### src/rtl/usm_pkg.sv
// Shared types, codes and constants of the UV sphere mesh generator.
// Used by every module of the block but usm_div; depends on nothing.
package usm_pkg;

  localparam int MAX_DIVISIONS_DEF = 256;
  localparam int ANGLE_BITS_DEF    = 16;
  localparam int CORDIC_STEPS      = 30;
  localparam int CW                = 34;
  localparam logic signed [CW-1:0] CORDIC_X0 = 34'sd652032874;
  localparam int QDEPTH            = 4;

  localparam logic [1:0] REG_RADIUS = 2'd0;
  localparam logic [1:0] REG_BANDS  = 2'd1;
  localparam logic [1:0] REG_SEGS   = 2'd2;

  localparam logic [1:0] KIND_VERTEX = 2'd0;
  localparam logic [1:0] KIND_TRI    = 2'd1;
  localparam logic [1:0] KIND_OOR    = 2'd2;

  typedef enum logic [2:0] {
    CLS_RING, CLS_TOP, CLS_BOT, CLS_CAP, CLS_BAND, CLS_FAN, CLS_OOR
  } cls_t;

  typedef struct packed {
    logic [8:0]  bands;
    logic [8:0]  segs;
    logic [15:0] radius;
    logic [15:0] vtot;
    logic [15:0] vlast;
    logic [18:0] itot;
    logic [16:0] ttot;
    logic [16:0] band;
    logic [15:0] obase;
  } mesh_t;

  typedef struct packed {
    cls_t        cls;
    logic [16:0] idx;
    logic [16:0] num;
  } qword_t;

  function automatic logic signed [CW-1:0] atan_turn(input int i);
    case (i)
      0:  atan_turn = 34'sd536870912;
      1:  atan_turn = 34'sd316933406;
      2:  atan_turn = 34'sd167458907;
      3:  atan_turn = 34'sd85004756;
      4:  atan_turn = 34'sd42667331;
      5:  atan_turn = 34'sd21354465;
      6:  atan_turn = 34'sd10679838;
      7:  atan_turn = 34'sd5340245;
      8:  atan_turn = 34'sd2670163;
      9:  atan_turn = 34'sd1335087;
      10: atan_turn = 34'sd667544;
      11: atan_turn = 34'sd333772;
      12: atan_turn = 34'sd166886;
      13: atan_turn = 34'sd83443;
      14: atan_turn = 34'sd41722;
      15: atan_turn = 34'sd20861;
      16: atan_turn = 34'sd10430;
      17: atan_turn = 34'sd5215;
      18: atan_turn = 34'sd2608;
      19: atan_turn = 34'sd1304;
      20: atan_turn = 34'sd652;
      21: atan_turn = 34'sd326;
      22: atan_turn = 34'sd163;
      23: atan_turn = 34'sd81;
      24: atan_turn = 34'sd41;
      25: atan_turn = 34'sd20;
      26: atan_turn = 34'sd10;
      27: atan_turn = 34'sd5;
      28: atan_turn = 34'sd3;
      29: atan_turn = 34'sd1;
      default: atan_turn = 34'sd0;
    endcase
  endfunction

endpackage

### src/rtl/usm_queue.sv
// Short queue of classified words between front and back end.
// Depends on usm_pkg.
module usm_queue (
  input  logic            clk,
  input  logic            rst,
  input  logic            push,
  input  usm_pkg::qword_t din,
  input  logic            pop,
  output usm_pkg::qword_t dout,
  output logic            empty,
  output logic            full
);
  import usm_pkg::*;

  localparam int PW = $clog2(QDEPTH);
  localparam int CNW = $clog2(QDEPTH + 1);

  qword_t          mem [QDEPTH];
  logic [PW-1:0]   wp;
  logic [PW-1:0]   rp;
  logic [CNW-1:0]  cnt;

  assign empty = (cnt == CNW'(0));
  assign full  = (cnt == CNW'(QDEPTH));
  assign dout  = mem[rp];

  always_ff @(posedge clk) begin
    if (push) begin
      mem[wp] <= din;
    end
  end

  always_ff @(posedge clk) begin
    if (rst) begin
      wp  <= '0;
      rp  <= '0;
      cnt <= '0;
    end else begin
      if (push) begin
        wp <= wp + PW'(1);
      end
      if (pop) begin
        rp <= rp + PW'(1);
      end
      case ({push, pop})
        2'b10:   cnt <= cnt + CNW'(1);
        2'b01:   cnt <= cnt - CNW'(1);
        default: cnt <= cnt;
      endcase
    end
  end

endmodule

### config.mk
export PLATFORM = sky130hd
export DESIGN_NAME = usm_queue
export DESIGN_NICKNAME = d
export VERILOG_FILES = /design/src/rtl/usm_pkg.sv /design/src/rtl/usm_queue.sv
export SDC_FILE = /design/constraint.sdc
export NUM_CORES = 1
export LEC_CHECK = 0
export BUFFER_PORTS_ARGS = -buffer_cell sky130_fd_sc_hd__buf_2
export CORE_MARGIN = 2
export CORE_UTILIZATION = 60
export DETAILED_ROUTE_END_ITERATION = 10
export GPL_TIMING_DRIVEN = 0
export HOLD_SLACK_MARGIN = 0.02
export PLACE_DENSITY_LB_ADDON = 0.3
export SLEW_MARGIN = 20
export SYNTH_ARGS = -nofsm -noshare
export SYNTH_HDL_FRONTEND = slang
export SYNTH_SLANG_ARGS = --single-unit
### constraint.sdc
create_clock -name clk -period 3.57 [get_ports clk]
set_input_delay 1.071 -clock clk [delete_from_list [all_inputs] [get_ports clk]]
set_output_delay 1.071 -clock clk [all_outputs]
set_load 0.1 [all_outputs]
==> metrics.md <==
| Metric | Value |
|---|---|
| Synthesized net count | 287 |
| Slowest cell on the critical path | buf_2 |
| Worst Path Class, Setup | reg2out |
| Dominant synthesized flop cell | edfxtp_1 |
| Worst vdd ir | 0.000417 V |
| Largest delay share family, worst path | buffers and inverters |
| Power Total | 4.86 mW |
| Hold WC Path Type | reg2reg |
| Synth warn | 0 |
| Row cnt | 35 |
| Residual DRC count | 0 |
| FMAX | 314 MHz |
| Placer Congestion | 0.653 |
| TritonCTS clock tree | done |
| Worst path max stage delay | 0.43 ns |
| # H-tree levels | 4 |
| Final setup fails | 0 |
| Post-Syn Area | 5830 um^2 |
| Initial Utilization | 62.5% |
| Layout Nets | 388 |
| Vias in the first global route | 2,774 |
| Max-Cap Viols | 0 |
| Slew Viols, Final | 0 |
| Minimum clock period | 3.18 ns |
| Post-Syn Instances | 240 |
| DP Area | 6480 um^2 |
| Outcome | finished clean |
| EDFF count, synth | 148 |
| Register bit count reported by yosys | 157 |
| Min Hold Slack | 0.525 ns |
| Grt ovf | 0 |
| Vias/cell | 5.56 |
| PwrDens | 685 nW/um^2 |
| IO Pins | 80 |
| DR iter-0 viols | 108 |
| Clk sinks | 157 |
| Crit Path Max Fanout | 10 |
| Slew margin rel. | 60.8% |
| Cts repair resizes | 0 |
| Sequential share of the synthesized area | 79.3% |
| Sequential cell area | 4620 um^2 |
| 1st-pass router iterations | 4 |
| Fillers | 528 |
| Setup TNS | 0 ns |
| Fin util | 76.0% |
| Final Hold Fails | 0 |
| Worst path bufs/invs | 3 |
| Largest net degree at the start of global routing | 28 |
| DP HPWL | 6070 um |
| Avg Cell Area, Syn | 24.3 um^2 |
| CTS root buf | clkbuf_8 |
| Period utilisation layout | 89.1% |
| Area Overhead vs Synth | 21.6% |
| Pleak | 2.48 nW |
| Initial antenna violation count | 0 |
| Required time of the critical path | 2.50 ns |
| N_diodes | 0 |
| RSZ-0062 raised after global routing | false |
| Routed len/inst | 20.4 um |
| Share of cells above drive strength 1 | 43.2% |
| Cell Chain, Critical Path | clkbuf_2 -> buf_2 -> mux4_2 -> buf_2 |
| Slew @ Worst Pin | 0.588 ns |
| Post-CTS Setup Bufs | 0 |
| FFs w/ async S/R, synth | 0% |
| Global-route wire length before repair | 14,900 um |
| Setup crit end kind | output port |
| Most frequent cells in the layout | edfxtp_1, buf_2, mux4_2 |
| Setup Skew | 0.0115 ns |
| Critical Path AT | 2.11 ns |
| Die height | 103 um |
| Via count | 2,686 |
| Total Wirelength | 9840 um |
| Die W | 103 um |
| Register clock-pin slew on the reported worst setup and hold paths | 0.06 ns |
| CORE AREA | 9330 um^2 |
| Post-synth cell types | 23 |
| TritonCTS buffer count | 17 |
| Most common cell after layout, fill and taps aside | edfxtp_1 |
| Die ar. | 10,500 um^2 |
| Worst-Skew Late Latency | 0.52 ns |
| Element type at the critical path start | flop |
| Fin area | 7090 um^2 |
| Cell mode on critical path | buf_2 |
| GRT Total Usage | 20.2% |
| Buffers on Ports | 78 |
| Post-CTS Hold Buffers | 0 |
| Antenna Nets Post-Route | 0 |
| Max clock buf depth | 2 |
| Multi-input logic area | 1090 um^2 |
report_power, final:
part,leakage (nW),switching (mW),internal [mW]
Clock,0.291,0.697,1.14
Sequential,1.43,0.0248,2.11
Combinational,0.754,0.689,0.202
Total,2.48,1.41,3.45
cells by family (layout without fill, tap and decap cells):
kind of cell | Yosys count | after routing | share of synthesized area, %
DFF | 157 | 157 | 79.3
and+or+nand+nor | 16 | 16 | 1.31
xor gates and xnor gates | 5 | 5 | 0.751
buffers and inverters | 15 | 129 | 2.02
muxes | 38 | 38 | 14.9
AOI/OAI and AO/OA | 3 | 3 | 0.257
adders and majority gates | 6 | 6 | 1.42
synthesized netlist by cell type, types with 2 or more instances:
cell / instances / area (um^2)
buf_12: 3 / 60.1
ha_1: 5 / 62.6
xnor2_1: 2 / 17.5
and2_1: 4 / 25.0
edfxtp_1: 148 / 4440
buf_2: 3 / 15.0
mux4_1: 7 / 184
a21oi_1: 2 / 10.0
dfxtp_1: 9 / 180
nor2_1: 8 / 30.0
xor2_1: 3 / 26.3
mux4_2: 30 / 676
inv_1: 6 / 22.5
sequential cells by signal, summed over array words and instances, names as in the netlist, named ones only:
name / flops
cnt: 3
mem: 148
rp: 2
wp: 2
tightest hold or removal path, cell delays in order (launching register included):
cell     delay [ns]
dfxtp_1        0.34
o21ai_0        0.08
a21oi_1        0.06
path summary, 6_finish.rpt:
path	from	endpoint	slack [ns]	cells past startpoint
worst max register to register	wp[0]$_SDFFE_PP0P_	mem[0][5]$_DFFE_PP_	1.91	4
worst max-delay path	flop	dout[6]	0.39	4
worst min-delay path	cnt[2]$_SDFFE_PP0P_	cnt[2]$_SDFFE_PP0P_	0.53	2
worst min register to register	cnt[2]$_SDFFE_PP0P_	cnt[2]$_SDFFE_PP0P_	0.53	2
per-stage QoR:
step	cells	setup WS [ns]
finish	483	0.388
global route	483	0.288
CTS	483	0.359
detailed placement	451	0.927
global placement	447	0.361
floorplan	240	0.120
metal layers:
metal	part of all wire (%)	track usage [%]
met1	43	27.4
met2	51	32.2
met5	0	0
met4	0.94	6.46
met3	5.4	6.37
cell type report:
class                           count  share of cell area (%)
Clock buffer                       18                    5.89
Buffer                              9                    1.34
Multi-Input combinational cell     68                    15.4
Tap cell                          129                    2.28
Clock inverter                     14                    2.70
Inverter                            6                   0.318
Sequential cell                   157                    65.2
Timing Repair Buffer               82                    6.85
Power figures use the tool's default switching activity.
