==> config.mk <==
export PLATFORM = sky130hd
export DESIGN_NAME = usm_front
export DESIGN_NICKNAME = d
export VERILOG_FILES = /design/src/rtl/usm_pkg.sv /design/src/rtl/usm_front.sv
export SDC_FILE = /design/constraint.sdc
export NUM_CORES = 1
export LEC_CHECK = 0
export BUFFER_PORTS_ARGS = -buffer_cell sky130_fd_sc_hd__clkbuf_2
export CAP_MARGIN = 20
export CORE_MARGIN = 3
export CORE_UTILIZATION = 40
export DETAILED_ROUTE_END_ITERATION = 7
export PLACE_DENSITY = 0.77
export SYNTH_ARGS = -nofsm -noshare
export SYNTH_HDL_FRONTEND = slang
export SYNTH_SLANG_ARGS = --single-unit
==> constraint.sdc <==
create_clock -name clk -period 7.2 [get_ports clk]
set_input_delay 0.36 -clock clk [delete_from_list [all_inputs] [get_ports clk]]
set_output_delay 0.36 -clock clk [all_outputs]
set_load 0.005 [all_outputs]
==> src/rtl/usm_pkg.sv <==
// Shared types, codes and constants of the UV sphere mesh generator.
// Used by every module of the block but usm_div; depends on nothing.
package usm_pkg;

  localparam int MAX_DIVISIONS_DEF = 256;
  localparam int ANGLE_BITS_DEF    = 16;
  localparam int CORDIC_STEPS      = 30;
  localparam int CW                = 34;
  localparam logic signed [CW-1:0] CORDIC_X0 = 34'sd652032874;
  localparam int QDEPTH            = 4;

  localparam logic [1:0] REG_RADIUS = 2'd0;
  localparam logic [1:0] REG_BANDS  = 2'd1;
  localparam logic [1:0] REG_SEGS   = 2'd2;

  localparam logic [1:0] KIND_VERTEX = 2'd0;
  localparam logic [1:0] KIND_TRI    = 2'd1;
  localparam logic [1:0] KIND_OOR    = 2'd2;

  typedef enum logic [2:0] {
    CLS_RING, CLS_TOP, CLS_BOT, CLS_CAP, CLS_BAND, CLS_FAN, CLS_OOR
  } cls_t;

  typedef struct packed {
    logic [8:0]  bands;
    logic [8:0]  segs;
    logic [15:0] radius;
    logic [15:0] vtot;
    logic [15:0] vlast;
    logic [18:0] itot;
    logic [16:0] ttot;
    logic [16:0] band;
    logic [15:0] obase;
  } mesh_t;

  typedef struct packed {
    cls_t        cls;
    logic [16:0] idx;
    logic [16:0] num;
  } qword_t;

  function automatic logic signed [CW-1:0] atan_turn(input int i);
    case (i)
      0:  atan_turn = 34'sd536870912;
      1:  atan_turn = 34'sd316933406;
      2:  atan_turn = 34'sd167458907;
      3:  atan_turn = 34'sd85004756;
      4:  atan_turn = 34'sd42667331;
      5:  atan_turn = 34'sd21354465;
      6:  atan_turn = 34'sd10679838;
      7:  atan_turn = 34'sd5340245;
      8:  atan_turn = 34'sd2670163;
      9:  atan_turn = 34'sd1335087;
      10: atan_turn = 34'sd667544;
      11: atan_turn = 34'sd333772;
      12: atan_turn = 34'sd166886;
      13: atan_turn = 34'sd83443;
      14: atan_turn = 34'sd41722;
      15: atan_turn = 34'sd20861;
      16: atan_turn = 34'sd10430;
      17: atan_turn = 34'sd5215;
      18: atan_turn = 34'sd2608;
      19: atan_turn = 34'sd1304;
      20: atan_turn = 34'sd652;
      21: atan_turn = 34'sd326;
      22: atan_turn = 34'sd163;
      23: atan_turn = 34'sd81;
      24: atan_turn = 34'sd41;
      25: atan_turn = 34'sd20;
      26: atan_turn = 34'sd10;
      27: atan_turn = 34'sd5;
      28: atan_turn = 34'sd3;
      29: atan_turn = 34'sd1;
      default: atan_turn = 34'sd0;
    endcase
  endfunction

endpackage

==> src/rtl/usm_front.sv <==
// Front end: input register and query classification.
// Depends on usm_pkg; feeds usm_queue.
module usm_front (
  input  logic           clk,
  input  logic           rst,
  input  logic           in_valid,
  output logic           in_stall,
  input  logic           req_type,
  input  logic [16:0]    item_index,
  input  usm_pkg::mesh_t mesh,
  input  logic           q_full,
  output logic           push,
  output usm_pkg::qword_t word
);
  import usm_pkg::*;

  logic        fr_valid;
  logic        fr_req;
  logic [16:0] fr_idx;
  logic [16:0] t;
  logic [16:0] seg17;

  assign in_stall = fr_valid && q_full;
  assign push     = fr_valid && !q_full;

  always_ff @(posedge clk) begin
    if (rst) begin
      fr_valid <= 1'b0;
    end else if (!in_stall) begin
      fr_valid <= in_valid;
    end
  end

  always_ff @(posedge clk) begin
    if (!in_stall) begin
      fr_req <= req_type;
      fr_idx <= item_index;
    end
  end

  always_comb begin
    seg17    = {8'd0, mesh.segs};
    t        = fr_idx - seg17;
    word.idx = fr_idx;
    word.num = t;
    word.cls = CLS_OOR;
    if (!fr_req) begin
      if (fr_idx < {1'b0, mesh.vtot}) begin
        if (fr_idx == 17'd0) begin
          word.cls = CLS_TOP;
        end else if (fr_idx == {1'b0, mesh.vlast}) begin
          word.cls = CLS_BOT;
        end else begin
          word.cls = CLS_RING;
          word.num = fr_idx - 17'd1;
        end
      end
    end else if (fr_idx < mesh.ttot) begin
      if (fr_idx < seg17) begin
        word.cls = CLS_CAP;
      end else if (t < mesh.band) begin
        word.cls = CLS_BAND;
      end else begin
        word.cls = CLS_FAN;
      end
    end
  end

endmodule

==> flow_metrics.env, run 1 <==
export IMPL_run_status="complete, no violations"
export IMPL_drt_total_wl_um=8186
export IMPL_clk_latency_ps=250
export IMPL_synth_top_area_share_pct=23.71
export IMPL_ys_seq_area_share_pct=18.64
export IMPL_timing_fmax_mhz=210.6
export IMPL_vdd_drop_max_mv=0.1599
export IMPL_drc_errors=0
export IMPL_tightest_slew_ps=748.0
export IMPL_syn_avg_cell_area_um2=8.286
export IMPL_clk_path_buf_depth=2
export IMPL_vias=2992
export IMPL_grt_max_degree=25
export IMPL_route_met2_wl_um=4102
export IMPL_synth_cell_types=46
export IMPL_cts_tree="done"
export IMPL_ctsHoldBuffers=0
export IMPL_portBuffers=135
export IMPL_synth_edff_count=18
export IMPL_maxCapViolCount=0
export IMPL_fin_nets=712
export IMPL_end_kind="primary output"
export IMPL_drtPass1Iterations=4
export IMPL_antenna_cells=0
export IMPL_fin_crit_ps=4749
export IMPL_syn_area_um2=3008
export IMPL_synth_top_cells_by_area="ha_1 (24%), edfxtp_1 (18%), inv_1 (8.0%)"
export IMPL_path_common_cell="a21o_1"
export IMPL_synthFlopType="edfxtp_1"
export IMPL_synth_seq_cells=19
export IMPL_wl_per_cell_um=13.83
export IMPL_worst_ep_required_time_ps=6840
export IMPL_cts_repair_resized=0
export IMPL_start_kind="flop"
export IMPL_grt_pass1_wl_um=13370
export IMPL_tns_ps=0
export IMPL_clockRootBuffer="clkbuf_8"
export IMPL_hold_class="primary input to flop"
export IMPL_final_layout_size_suffix_gt1_share_pct=29.64
export IMPL_maxSlewViolCount=0
export IMPL_setup_violations=0
export IMPL_grt_overflow=0
export IMPL_num_rows=30
export IMPL_crit_fanout=5
export IMPL_grt_usage_pct=18.98
export IMPL_rsz0062_at_grt="false"
export IMPL_fp_dieW_um=92.72
export IMPL_synth_cells=363
export IMPL_postCtsSetupBuffers=0
export IMPL_p_leak_nw=2.081
export IMPL_yosysTopAreaCell="ha_1"
export IMPL_die_area_um2=8596
export IMPL_synth_warnings=0
export IMPL_fp_dieH_um=92.72
export IMPL_power_density_nw_per_um2=119.8
export IMPL_gp_congestion=0.8301
export IMPL_critPathMaxStageDelay_ps=460
export IMPL_core_um2=7057
export IMPL_grt_pass1_vias=3011
export IMPL_final_setup_skew_ps=0.6914
export IMPL_crit_chain="inv_1 > ha_1 > inv_1 > fa_1 > a21o_1 > a21oi_1 > nor3_1 > o21ai_0 > nand2_1 > xnor2_1 > ha_1 > a21o_1 > a21o_1 > a21oi_1 > nand2_1 > o21ai_0 > nand4bb_1 > a22o_1 > clkbuf_2"
export IMPL_ant_nets=0
export IMPL_clkTransAtPathRegs_ps=70
export IMPL_drt_iter0_markers=56
export IMPL_wl_met3_um=570
export IMPL_syn_nets=578
export IMPL_antenna_found_initial=0
export IMPL_power_total_w=0.0004565
export IMPL_htree_levels=1
export IMPL_hold_violations=0
export IMPL_cts_sinks=19
export IMPL_cts_buffers=3
export IMPL_viasPerCell=5.054
export IMPL_async_flop_share_pct=0
export IMPL_routedLengthMet1_um=3417
export IMPL_area_growth_pct=26.71
export IMPL_cp_arrival_ps=4390
export IMPL_slowest_stage="edfxtp_1"
export IMPL_start_util_pct=42.62
export IMPL_dp_hpwl_um=7096
export IMPL_max_slew_margin_pct=49.71
export IMPL_pin_count=196
export IMPL_routed_top_layer="met4"
export IMPL_critPathKind="flop to primary output"
export IMPL_finalCritPeriodShare_pct=65.95
## layout make-up
| cell class | instances | area [um2] |
|---|---|---|
| Sequential cell | 19 | 560.5 |
| Inverter | 64 | 240.2 |
| Multi-Input combinational cell | 273 | 2162 |
| Timing Repair Buffer | 136 | 683.2 |
| Clock buffer | 4 | 45.04 |
| Fill cell | 696 | 3246 |
| Tap cell | 96 | 120.1 |
## per-layer routing
metal / vias up / GRT usage, %
li1: 1527 / -
met1: 1352 / 22.44
met2: 103 / 35.17
met3: 10 / 2.762
met4: 0 / 5.739
met5: - / 0
## stage by stage
stage                     hold slack (ps)  utilization [%]  instances  worst slack, ps  area, um2
after floorplan                     432.4                -        363             3405       3008
after global placement              518.7            53.37        588             2786       3766
after detailed placement            526.4            53.37        588             2696       3766
after CTS                           251.4            54.01        592             2383       3811
after global routing                250.0            54.01        592             2072       3811
final                               258.1            54.01        592             2451       3811
## Yosys cell counts, drive strengths merged, types with 3 or more instances
master and n:
a21o 9, a21oi 30, buf 5, edfxtp 18
ha 57, inv 64, mux2i 9, nand2 15
nand2b 3, nand3 4, nand4 5, nor2 23
nor2b 6, nor3 8, nor4 8, o21a 3
o21ai 16, or2 3, or3 3, or4 4
xnor2 18, xor2 27
## state kept, by name (all words and copies together) (netlist names)
register / cells
fr_idx: 17
fr_req: 1
fr_valid: 1
## cell families after synthesis
family	after synthesis	share of synthesized area, %
adders and majority gates	58	24.38
xor gates and xnor gates	45	13.10
AOI/OAI and AO/OA	70	13.94
muxes	9	2.995
DFF	19	18.64
and+or+nand+nor	91	17.47
buffers and inverters	71	9.484
## critical path, delay by kind of cell, from the launching register on
family / cells / cell delay, ps
xor+xnor: 1 / 160
buf+inv: 3 / 340
flops: 1 / 460
fa+ha+maj: 3 / 940
simple gates: 4 / 470
compound gates: 8 / 1770
## report_power, final
group	internal (W)	switching, W	leakage, nW
clock network	0.0000393	0.0000334	0.0228
logic	0.000115	0.000115	1.86
registers	0.000130	0.0000233	0.195
## layout by cell type (no fill, tap or decap), drive strengths merged, types with 3 or more instances in the layout
cell    synthesis  layout
a21o            9       9
a21oi          30      30
clkbuf          2     139
edfxtp         18      18
ha             57      57
inv            64      64
mux2i           9       9
nand2          15      15
nand2b          3       3
nand3           4       4
nand4           5       5
nor2           23      23
nor2b           6       6
nor3            8       8
nor4            8       8
o21a            3       3
o21ai          16      16
or2             3       3
or3             3       3
or4             4       4
xnor2          18      18
xor2           27      27
## final timing paths
path	from	endpoint	slack (ps)	cells after the start
hold reg to reg	fr_valid	fr_idx[1]	1100	1
setup / recovery	fr_idx[0]	word[34]	2450	19
hold / removal	rst	fr_valid	260	2
setup reg to reg	fr_valid	fr_valid	5920	4
Note: power is estimated with default switching activity, not from simulation.
==> inputs of run 2 (changes only) <==
- clock period: 7.2 -> 4.9 ns (I/O delays scaled with it)
==> run 2 against run 1 <==
  * Final cell count grew 1.0%
  * Cell area grew 1.3%
  * Sequential cell count is the same
  * Total power grew 48%
  * Critical path depth is the same
  * Sequential power grew 42%
  * Hold slack lost 120 ps
  * Non-clock buffer count grew 6
  * Worst setup slack lost 2200 ps
  * Clock power grew 46%
  * Via count grew 0.10%
  * Critical path type unchanged
  * Critical endpoint unchanged
  * Highest routed layer unchanged
==> flow_metrics.env, run 2 (synthesized netlist as in run 1, its figures left out) <==
export IMPL_run_status="complete, no violations"
export IMPL_grt_usage_pct=19.73
export IMPL_hold_violations=0
export IMPL_ant_nets=0
export IMPL_fp_dieH_um=92.72
export IMPL_top_register="fr_idx"
export IMPL_final_layout_size_suffix_gt1_share_pct=30.48
export IMPL_clk_path_buf_depth=2
export IMPL_portBuffers=135
export IMPL_timing_fmax_mhz=216.9
export IMPL_rsz0062_at_grt="false"
export IMPL_largest_register_ffs=17
export IMPL_start_kind="flop"
export IMPL_dp_hpwl_um=7266
export IMPL_power_total_w=0.0006756
export IMPL_num_rows=30
export IMPL_start_util_pct=42.62
export IMPL_grt_overflow=0
export IMPL_antenna_cells=0
export IMPL_drc_errors=0
export IMPL_drtPass1Iterations=4
export IMPL_viasPerCell=5.008
export IMPL_power_density_nw_per_um2=174.9
export IMPL_path_common_cell="a21o_1"
export IMPL_critPathMaxStageDelay_ps=470
export IMPL_final_common_cell="clkbuf_2"
export IMPL_final_fill_count=674
export IMPL_pin_count=196
export IMPL_reg_top3="fr_idx x17, fr_req x1, fr_valid x1"
export IMPL_reg2reg_from="fr_valid"
export IMPL_slowest_stage="edfxtp_1"
export IMPL_tns_ps=0
export IMPL_cts_tree="done"
export IMPL_finalCritPeriodShare_pct=94.07
export IMPL_fin_nets=718
export IMPL_regToRegSetupSlack_ps=3650
export IMPL_reg2reg_to="fr_valid"
export IMPL_area_growth_pct=28.41
export IMPL_tightest_slew_ps=747.2
export IMPL_critPathKind="flop to primary output"
export IMPL_crit_fanout=5
export IMPL_grt_max_degree=20
export IMPL_ctsHoldBuffers=0
export IMPL_wl_per_cell_um=13.96
export IMPL_crit_chain="inv_1 > ha_1 > inv_1 > fa_1 > a21o_1 > a21oi_1 > nor3_1 > o21ai_0 > nand2_1 > xnor2_1 > ha_1 > a21o_1 > a21o_1 > a21oi_1 > nand2_1 > o21ai_0 > nand4bb_1 > a22o_1 > clkbuf_2"
export IMPL_hold_ws_ps=140.1
export IMPL_vdd_drop_max_mv=0.1735
export IMPL_max_slew_margin_pct=50.07
export IMPL_final_setup_skew_ps=1.502
export IMPL_worst_ep_required_time_ps=4660
export IMPL_setup_violations=0
export IMPL_drt_total_wl_um=8351
export IMPL_cts_repair_resized=0
export IMPL_maxCapViolCount=0
export IMPL_fin_crit_ps=4610
export IMPL_postCtsSetupBuffers=0
export IMPL_cts_buffers=3
export IMPL_die_area_um2=8596
export IMPL_layout_common_cells="clkbuf_2 (135), inv_1 (64), ha_1 (57)"
export IMPL_vias=2995
export IMPL_fp_dieW_um=92.72
export IMPL_cts_sinks=19
export IMPL_grt_pass1_vias=3149
export IMPL_maxSlewViolCount=0
export IMPL_r2r_cells=4
export IMPL_antenna_found_initial=0
export IMPL_drt_iter0_markers=77
export IMPL_cp_arrival_ps=4360
export IMPL_min_to="fr_valid"
export IMPL_htree_levels=1
export IMPL_holdPathStages=2
export IMPL_holdCritStartpoint="rst"
export IMPL_grt_pass1_wl_um=13900
export IMPL_p_leak_nw=2.112
export IMPL_hold_class="primary input to flop"
export IMPL_clk_latency_ps=250
export IMPL_core_um2=7057
export IMPL_clockRootBuffer="clkbuf_8"
export IMPL_clkTransAtPathRegs_ps=60
export IMPL_end_kind="primary output"
export IMPL_gp_congestion=0.8402
-- run 2: cell types whose count changed in the layout (fill, tap and decap cells not counted), sizes merged --
cell	change
buf	+5
clkbuf	+1
-- run 2: metal layers --
metal  GRT usage, %  vias to the layer above  wire, um
met4          5.128                        0        88
met3          2.681                        9       495
met1          23.19                     1350      3484
met2          37.28                       89      4282
li1               -                     1547         -
met5              0                        -         0
-- run 2: per-stage QoR --
step / utilization (%) / instances / instance area [um2] / setup slack [ps]
2_1_floorplan: - / 363 / 3008 / 1220
3_3_place_gp: 53.90 / 593 / 3804 / 612.4
3_5_place_dp: 53.90 / 593 / 3804 / 591.6
4_1_cts: 54.54 / 597 / 3849 / 293.1
5_1_grt: 54.73 / 598 / 3862 / 29.66
6_report: 54.73 / 598 / 3862 / 290.5
-- run 2: power breakdown --
group | total (W) | switching, W | internal (W)
Sequential | 0.000217 | 0.0000265 | 0.000191
Combinational | 0.000352 | 0.000178 | 0.000174
Clock | 0.000106 | 0.0000486 | 0.0000578
-- run 2: layout make-up --
| class | count | area (um2) | share of cell area [%] |
|---|---|---|---|
| multi-input combinational | 273 | 2162 | 55.98 |
| timing repair buffer | 142 | 734.5 | 19.02 |
| sequential | 19 | 560.5 | 14.51 |
| inverter | 64 | 240.2 | 6.220 |
| tap | 96 | 120.1 | 3.110 |
| clock buffer | 4 | 45.04 | 1.166 |
-- run 2: worst max-delay path by stage --
| stage | depth (start not counted) | slack (ps) | endpoint | startpoint |
|---|---|---|---|---|
| after floorplan | 18 | 1220 | word[34] | fr_idx[0] |
| after global placement | 19 | 610 | word[34] | fr_idx[0] |
| after detailed placement | 19 | 590 | word[34] | fr_idx[0] |
| after CTS | 19 | 290 | word[34] | fr_idx[0] |
| after global routing | 19 | 30 | word[34] | fr_idx[0] |
| final | 19 | 290 | word[34] | fr_idx[0] |
-- run 2: critical path: cells and delay by family, from the launching register on --
family | cells | cell delay (ps)
xor+xnor | 1 | 160
fa+ha+maj | 3 | 920
simple gates | 4 | 470
buf+inv | 3 | 330
flops | 1 | 470
compound gates | 8 | 1760
==> inputs of run 3 (changes only) <==
- ABC_AREA: unset -> 1
- PLACE_DENSITY: 0.77 -> 0.72
==> run 3 against run 2 <==
  * Clock power increased by 4%
  * Clock skew about the same
  * Hold slack lost 0.54 ps
  * Critical path type unchanged
==> flow_metrics.env, run 3 <==
export IMPL_syn_avg_cell_area_um2=5.948
export IMPL_maxSlewViolCount=0
export IMPL_fp_dieW_um=103.0
export IMPL_largest_register_ffs=17
export IMPL_cpLargestDelayFamily="adder cells"
export IMPL_min_to="fr_valid"
export IMPL_setup_violations=0
export IMPL_final_common_cell="nand2_1"
export IMPL_tightest_slew_ps=762.5
export IMPL_layout_common_cells="nand2_1 (213), clkbuf_2 (135), inv_1 (133)"
export IMPL_synth_top_area_share_pct=21.24
export IMPL_cts_repair_resized=0
export IMPL_timing_fmax_mhz=259.1
export IMPL_pin_count=196
export IMPL_wl_per_cell_um=12.49
export IMPL_antenna_found_initial=0
export IMPL_path_common_cell="nand2_1"
export IMPL_viasPerCell=4.761
export IMPL_crit_chain="inv_1 > ha_1 > inv_1 > fa_1 > nand2_1 > nand3_1 > nand3_1 > nand2_1 > a21oi_1 > nand2_1 > xor2_1 > inv_1 > ha_1 > a21oi_1 > o21ai_0 > nor2_1 > nand3_1 > nand2_1 > nand2_1 > clkbuf_2"
export IMPL_clk_path_buf_depth=2
export IMPL_crit_fanout=5
export IMPL_cts_buffers=3
export IMPL_grt_pass1_wl_um=18510
export IMPL_p_leak_nw=2.884
export IMPL_cp_arrival_ps=3610
export IMPL_final_fill_count=952
export IMPL_fin_crit_ps=3859
export IMPL_end_kind="primary output"
export IMPL_critPathKind="flop to primary output"
export IMPL_slowest_stage="edfxtp_1"
export IMPL_reg2reg_from="fr_valid"
export IMPL_hold_violations=0
export IMPL_cts_sinks=19
export IMPL_postCtsSetupBuffers=0
export IMPL_cts_tree="done"
export IMPL_tns_ps=0
export IMPL_clkTransAtPathRegs_ps=70
export IMPL_drt_total_wl_um=10980
export IMPL_vias=4185
export IMPL_htree_levels=1
export IMPL_start_util_pct=42.14
export IMPL_clockRootBuffer="clkbuf_8"
export IMPL_drtPass1Iterations=4
export IMPL_critPathBufInv=4
export IMPL_worst_ep_required_time_ps=4660
export IMPL_synth_warnings=0
export IMPL_final_layout_size_suffix_gt1_share_pct=22.31
export IMPL_gp_congestion=0.9389
export IMPL_ys_seq_area_share_pct=14.89
export IMPL_top_register="fr_idx"
export IMPL_max_slew_margin_pct=49.05
export IMPL_drt_iter0_markers=191
export IMPL_grt_overflow=0
export IMPL_holdCritStartpoint="rst"
export IMPL_die_area_um2=10610
export IMPL_design_area_um2=4602
export IMPL_fin_nets=987
export IMPL_synth_cell_types=34
export IMPL_vdd_drop_max_mv=0.1741
export IMPL_yosysTopAreaCell="nand2_1"
export IMPL_rsz0062_at_grt="false"
export IMPL_grt_max_degree=20
export IMPL_synth_seq_cells=19
export IMPL_core_um2=8934
export IMPL_hold_class="primary input to flop"
export IMPL_synth_cells=633
export IMPL_dp_hpwl_um=9810
export IMPL_holdPathStages=2
export IMPL_reg2reg_to="fr_valid"
export IMPL_synthFlopType="edfxtp_1"
export IMPL_grt_usage_pct=21.76
export IMPL_start_kind="flop"
export IMPL_maxCapViolCount=0
export IMPL_area_growth_pct=22.23
export IMPL_regToRegSetupSlack_ps=3610
export IMPL_drc_errors=0
export IMPL_fp_dieH_um=103.0
export IMPL_ant_nets=0
export IMPL_async_flop_share_pct=0
export IMPL_num_rows=34
export IMPL_reg_top3="fr_idx x17, fr_req x1, fr_valid x1"
export IMPL_power_density_nw_per_um2=166.1
export IMPL_grt_pass1_vias=4173
export IMPL_finalCritPeriodShare_pct=78.76
export IMPL_portBuffers=135
export IMPL_ff_latch_area_um2=560.5
export IMPL_syn_area_um2=3765
export IMPL_run_status="complete, no violations"
export IMPL_dpl_instance_area_um2=4556
export IMPL_hold_ws_ps=139.6
export IMPL_multi_input_area_um2=2651
export IMPL_yosysMostFrequentCell="nand2_1"
export IMPL_antenna_cells=0
export IMPL_synth_common_cells="nand2_1 (213), inv_1 (133), nor2_1 (69)"
export IMPL_synth_edff_count=18
export IMPL_clk_latency_ps=260
export IMPL_r2r_cells=4
export IMPL_synth_top_cells_by_area="nand2_1 (21%), ha_1 (19%), edfxtp_1 (14%)"
export IMPL_syn_nets=848
export IMPL_ctsHoldBuffers=0
export IMPL_final_setup_skew_ps=1.032
export IMPL_critPathMaxStageDelay_ps=460
-- run 3: cell count changes in the layout (fill, tap and decap cells not counted), sizes merged, moves of 9 or more --
cell   delta
mux2i     -9
inv      +76
nor2     +51
xor2     -12
nand3    +28
xnor2    -12
nand2   +206
-- run 3: how the worst max path moves through the flow --
stage	slack (ps)	cells past startpoint	end	startpoint
floorplan	1920	19	word[34]	fr_idx[0]
global placement	1420	20	word[34]	fr_idx[0]
detailed placement	1330	20	word[34]	fr_idx[0]
CTS	1030	20	word[34]	fr_idx[0]
global route	640	20	word[34]	fr_idx[0]
finish	1040	20	word[34]	fr_idx[0]
-- run 3: kinds of logic after synthesis --
kind of cell	synth area share (%)
fa+ha+maj	19.47
compound gates	7.843
buf+inv	14.69
xor+xnor	4.885
simple gates	38.22
flops	14.89
-- run 3: final cells by class --
| type | instances | share of cell area, % |
|---|---|---|
| inverter | 140 | 11.42 |
| clock buffer | 3 | 0.8972 |
| timing repair buffer | 136 | 14.85 |
| multi-input combinational | 472 | 57.61 |
| tap | 108 | 2.936 |
| clock inverter | 1 | 0.1088 |
| sequential | 19 | 12.18 |
-- run 3: layer usage --
| layer | vias up | track usage [%] | part of all wire [%] |
|---|---|---|---|
| met5 | - | 0 | 0 |
| met4 | 0 | 7.171 | 2.2 |
| met3 | 18 | 2.097 | 5.4 |
| met2 | 126 | 38.68 | 48 |
| met1 | 1816 | 27.47 | 44 |
| li1 | 2225 | - | - |
-- run 3: power breakdown --
| group | switching, W | internal (W) | leakage [nW] |
|---|---|---|---|
| Combinational | 0.000250 | 0.000185 | 2.66 |
| Sequential | 0.0000278 | 0.000191 | 0.195 |
| Clock | 0.0000537 | 0.0000566 | 0.0255 |
-- run 3: worst register-to-register path, stage by stage, from the launching register on --
cell and delay, ps:
dfxtp_1 320, nand2_1 560, inv_1 140, nor2_1 120, nor2_1 50
-- run 3: stage by stage --
stage | util (%) | instances | total power [W] | setup WS, ps
6_report | 51.51 | 879 | 0.0007643 | 1041
5_1_grt | 51.51 | 879 | 0.0008497 | 643.3
4_1_cts | 51.51 | 879 | 0.0007716 | 1031
3_5_place_dp | 50.99 | 875 | 0.0006593 | 1326
3_3_place_gp | 50.99 | 875 | 0.0006429 | 1419
2_1_floorplan | - | 633 | 0.0005025 | 1920
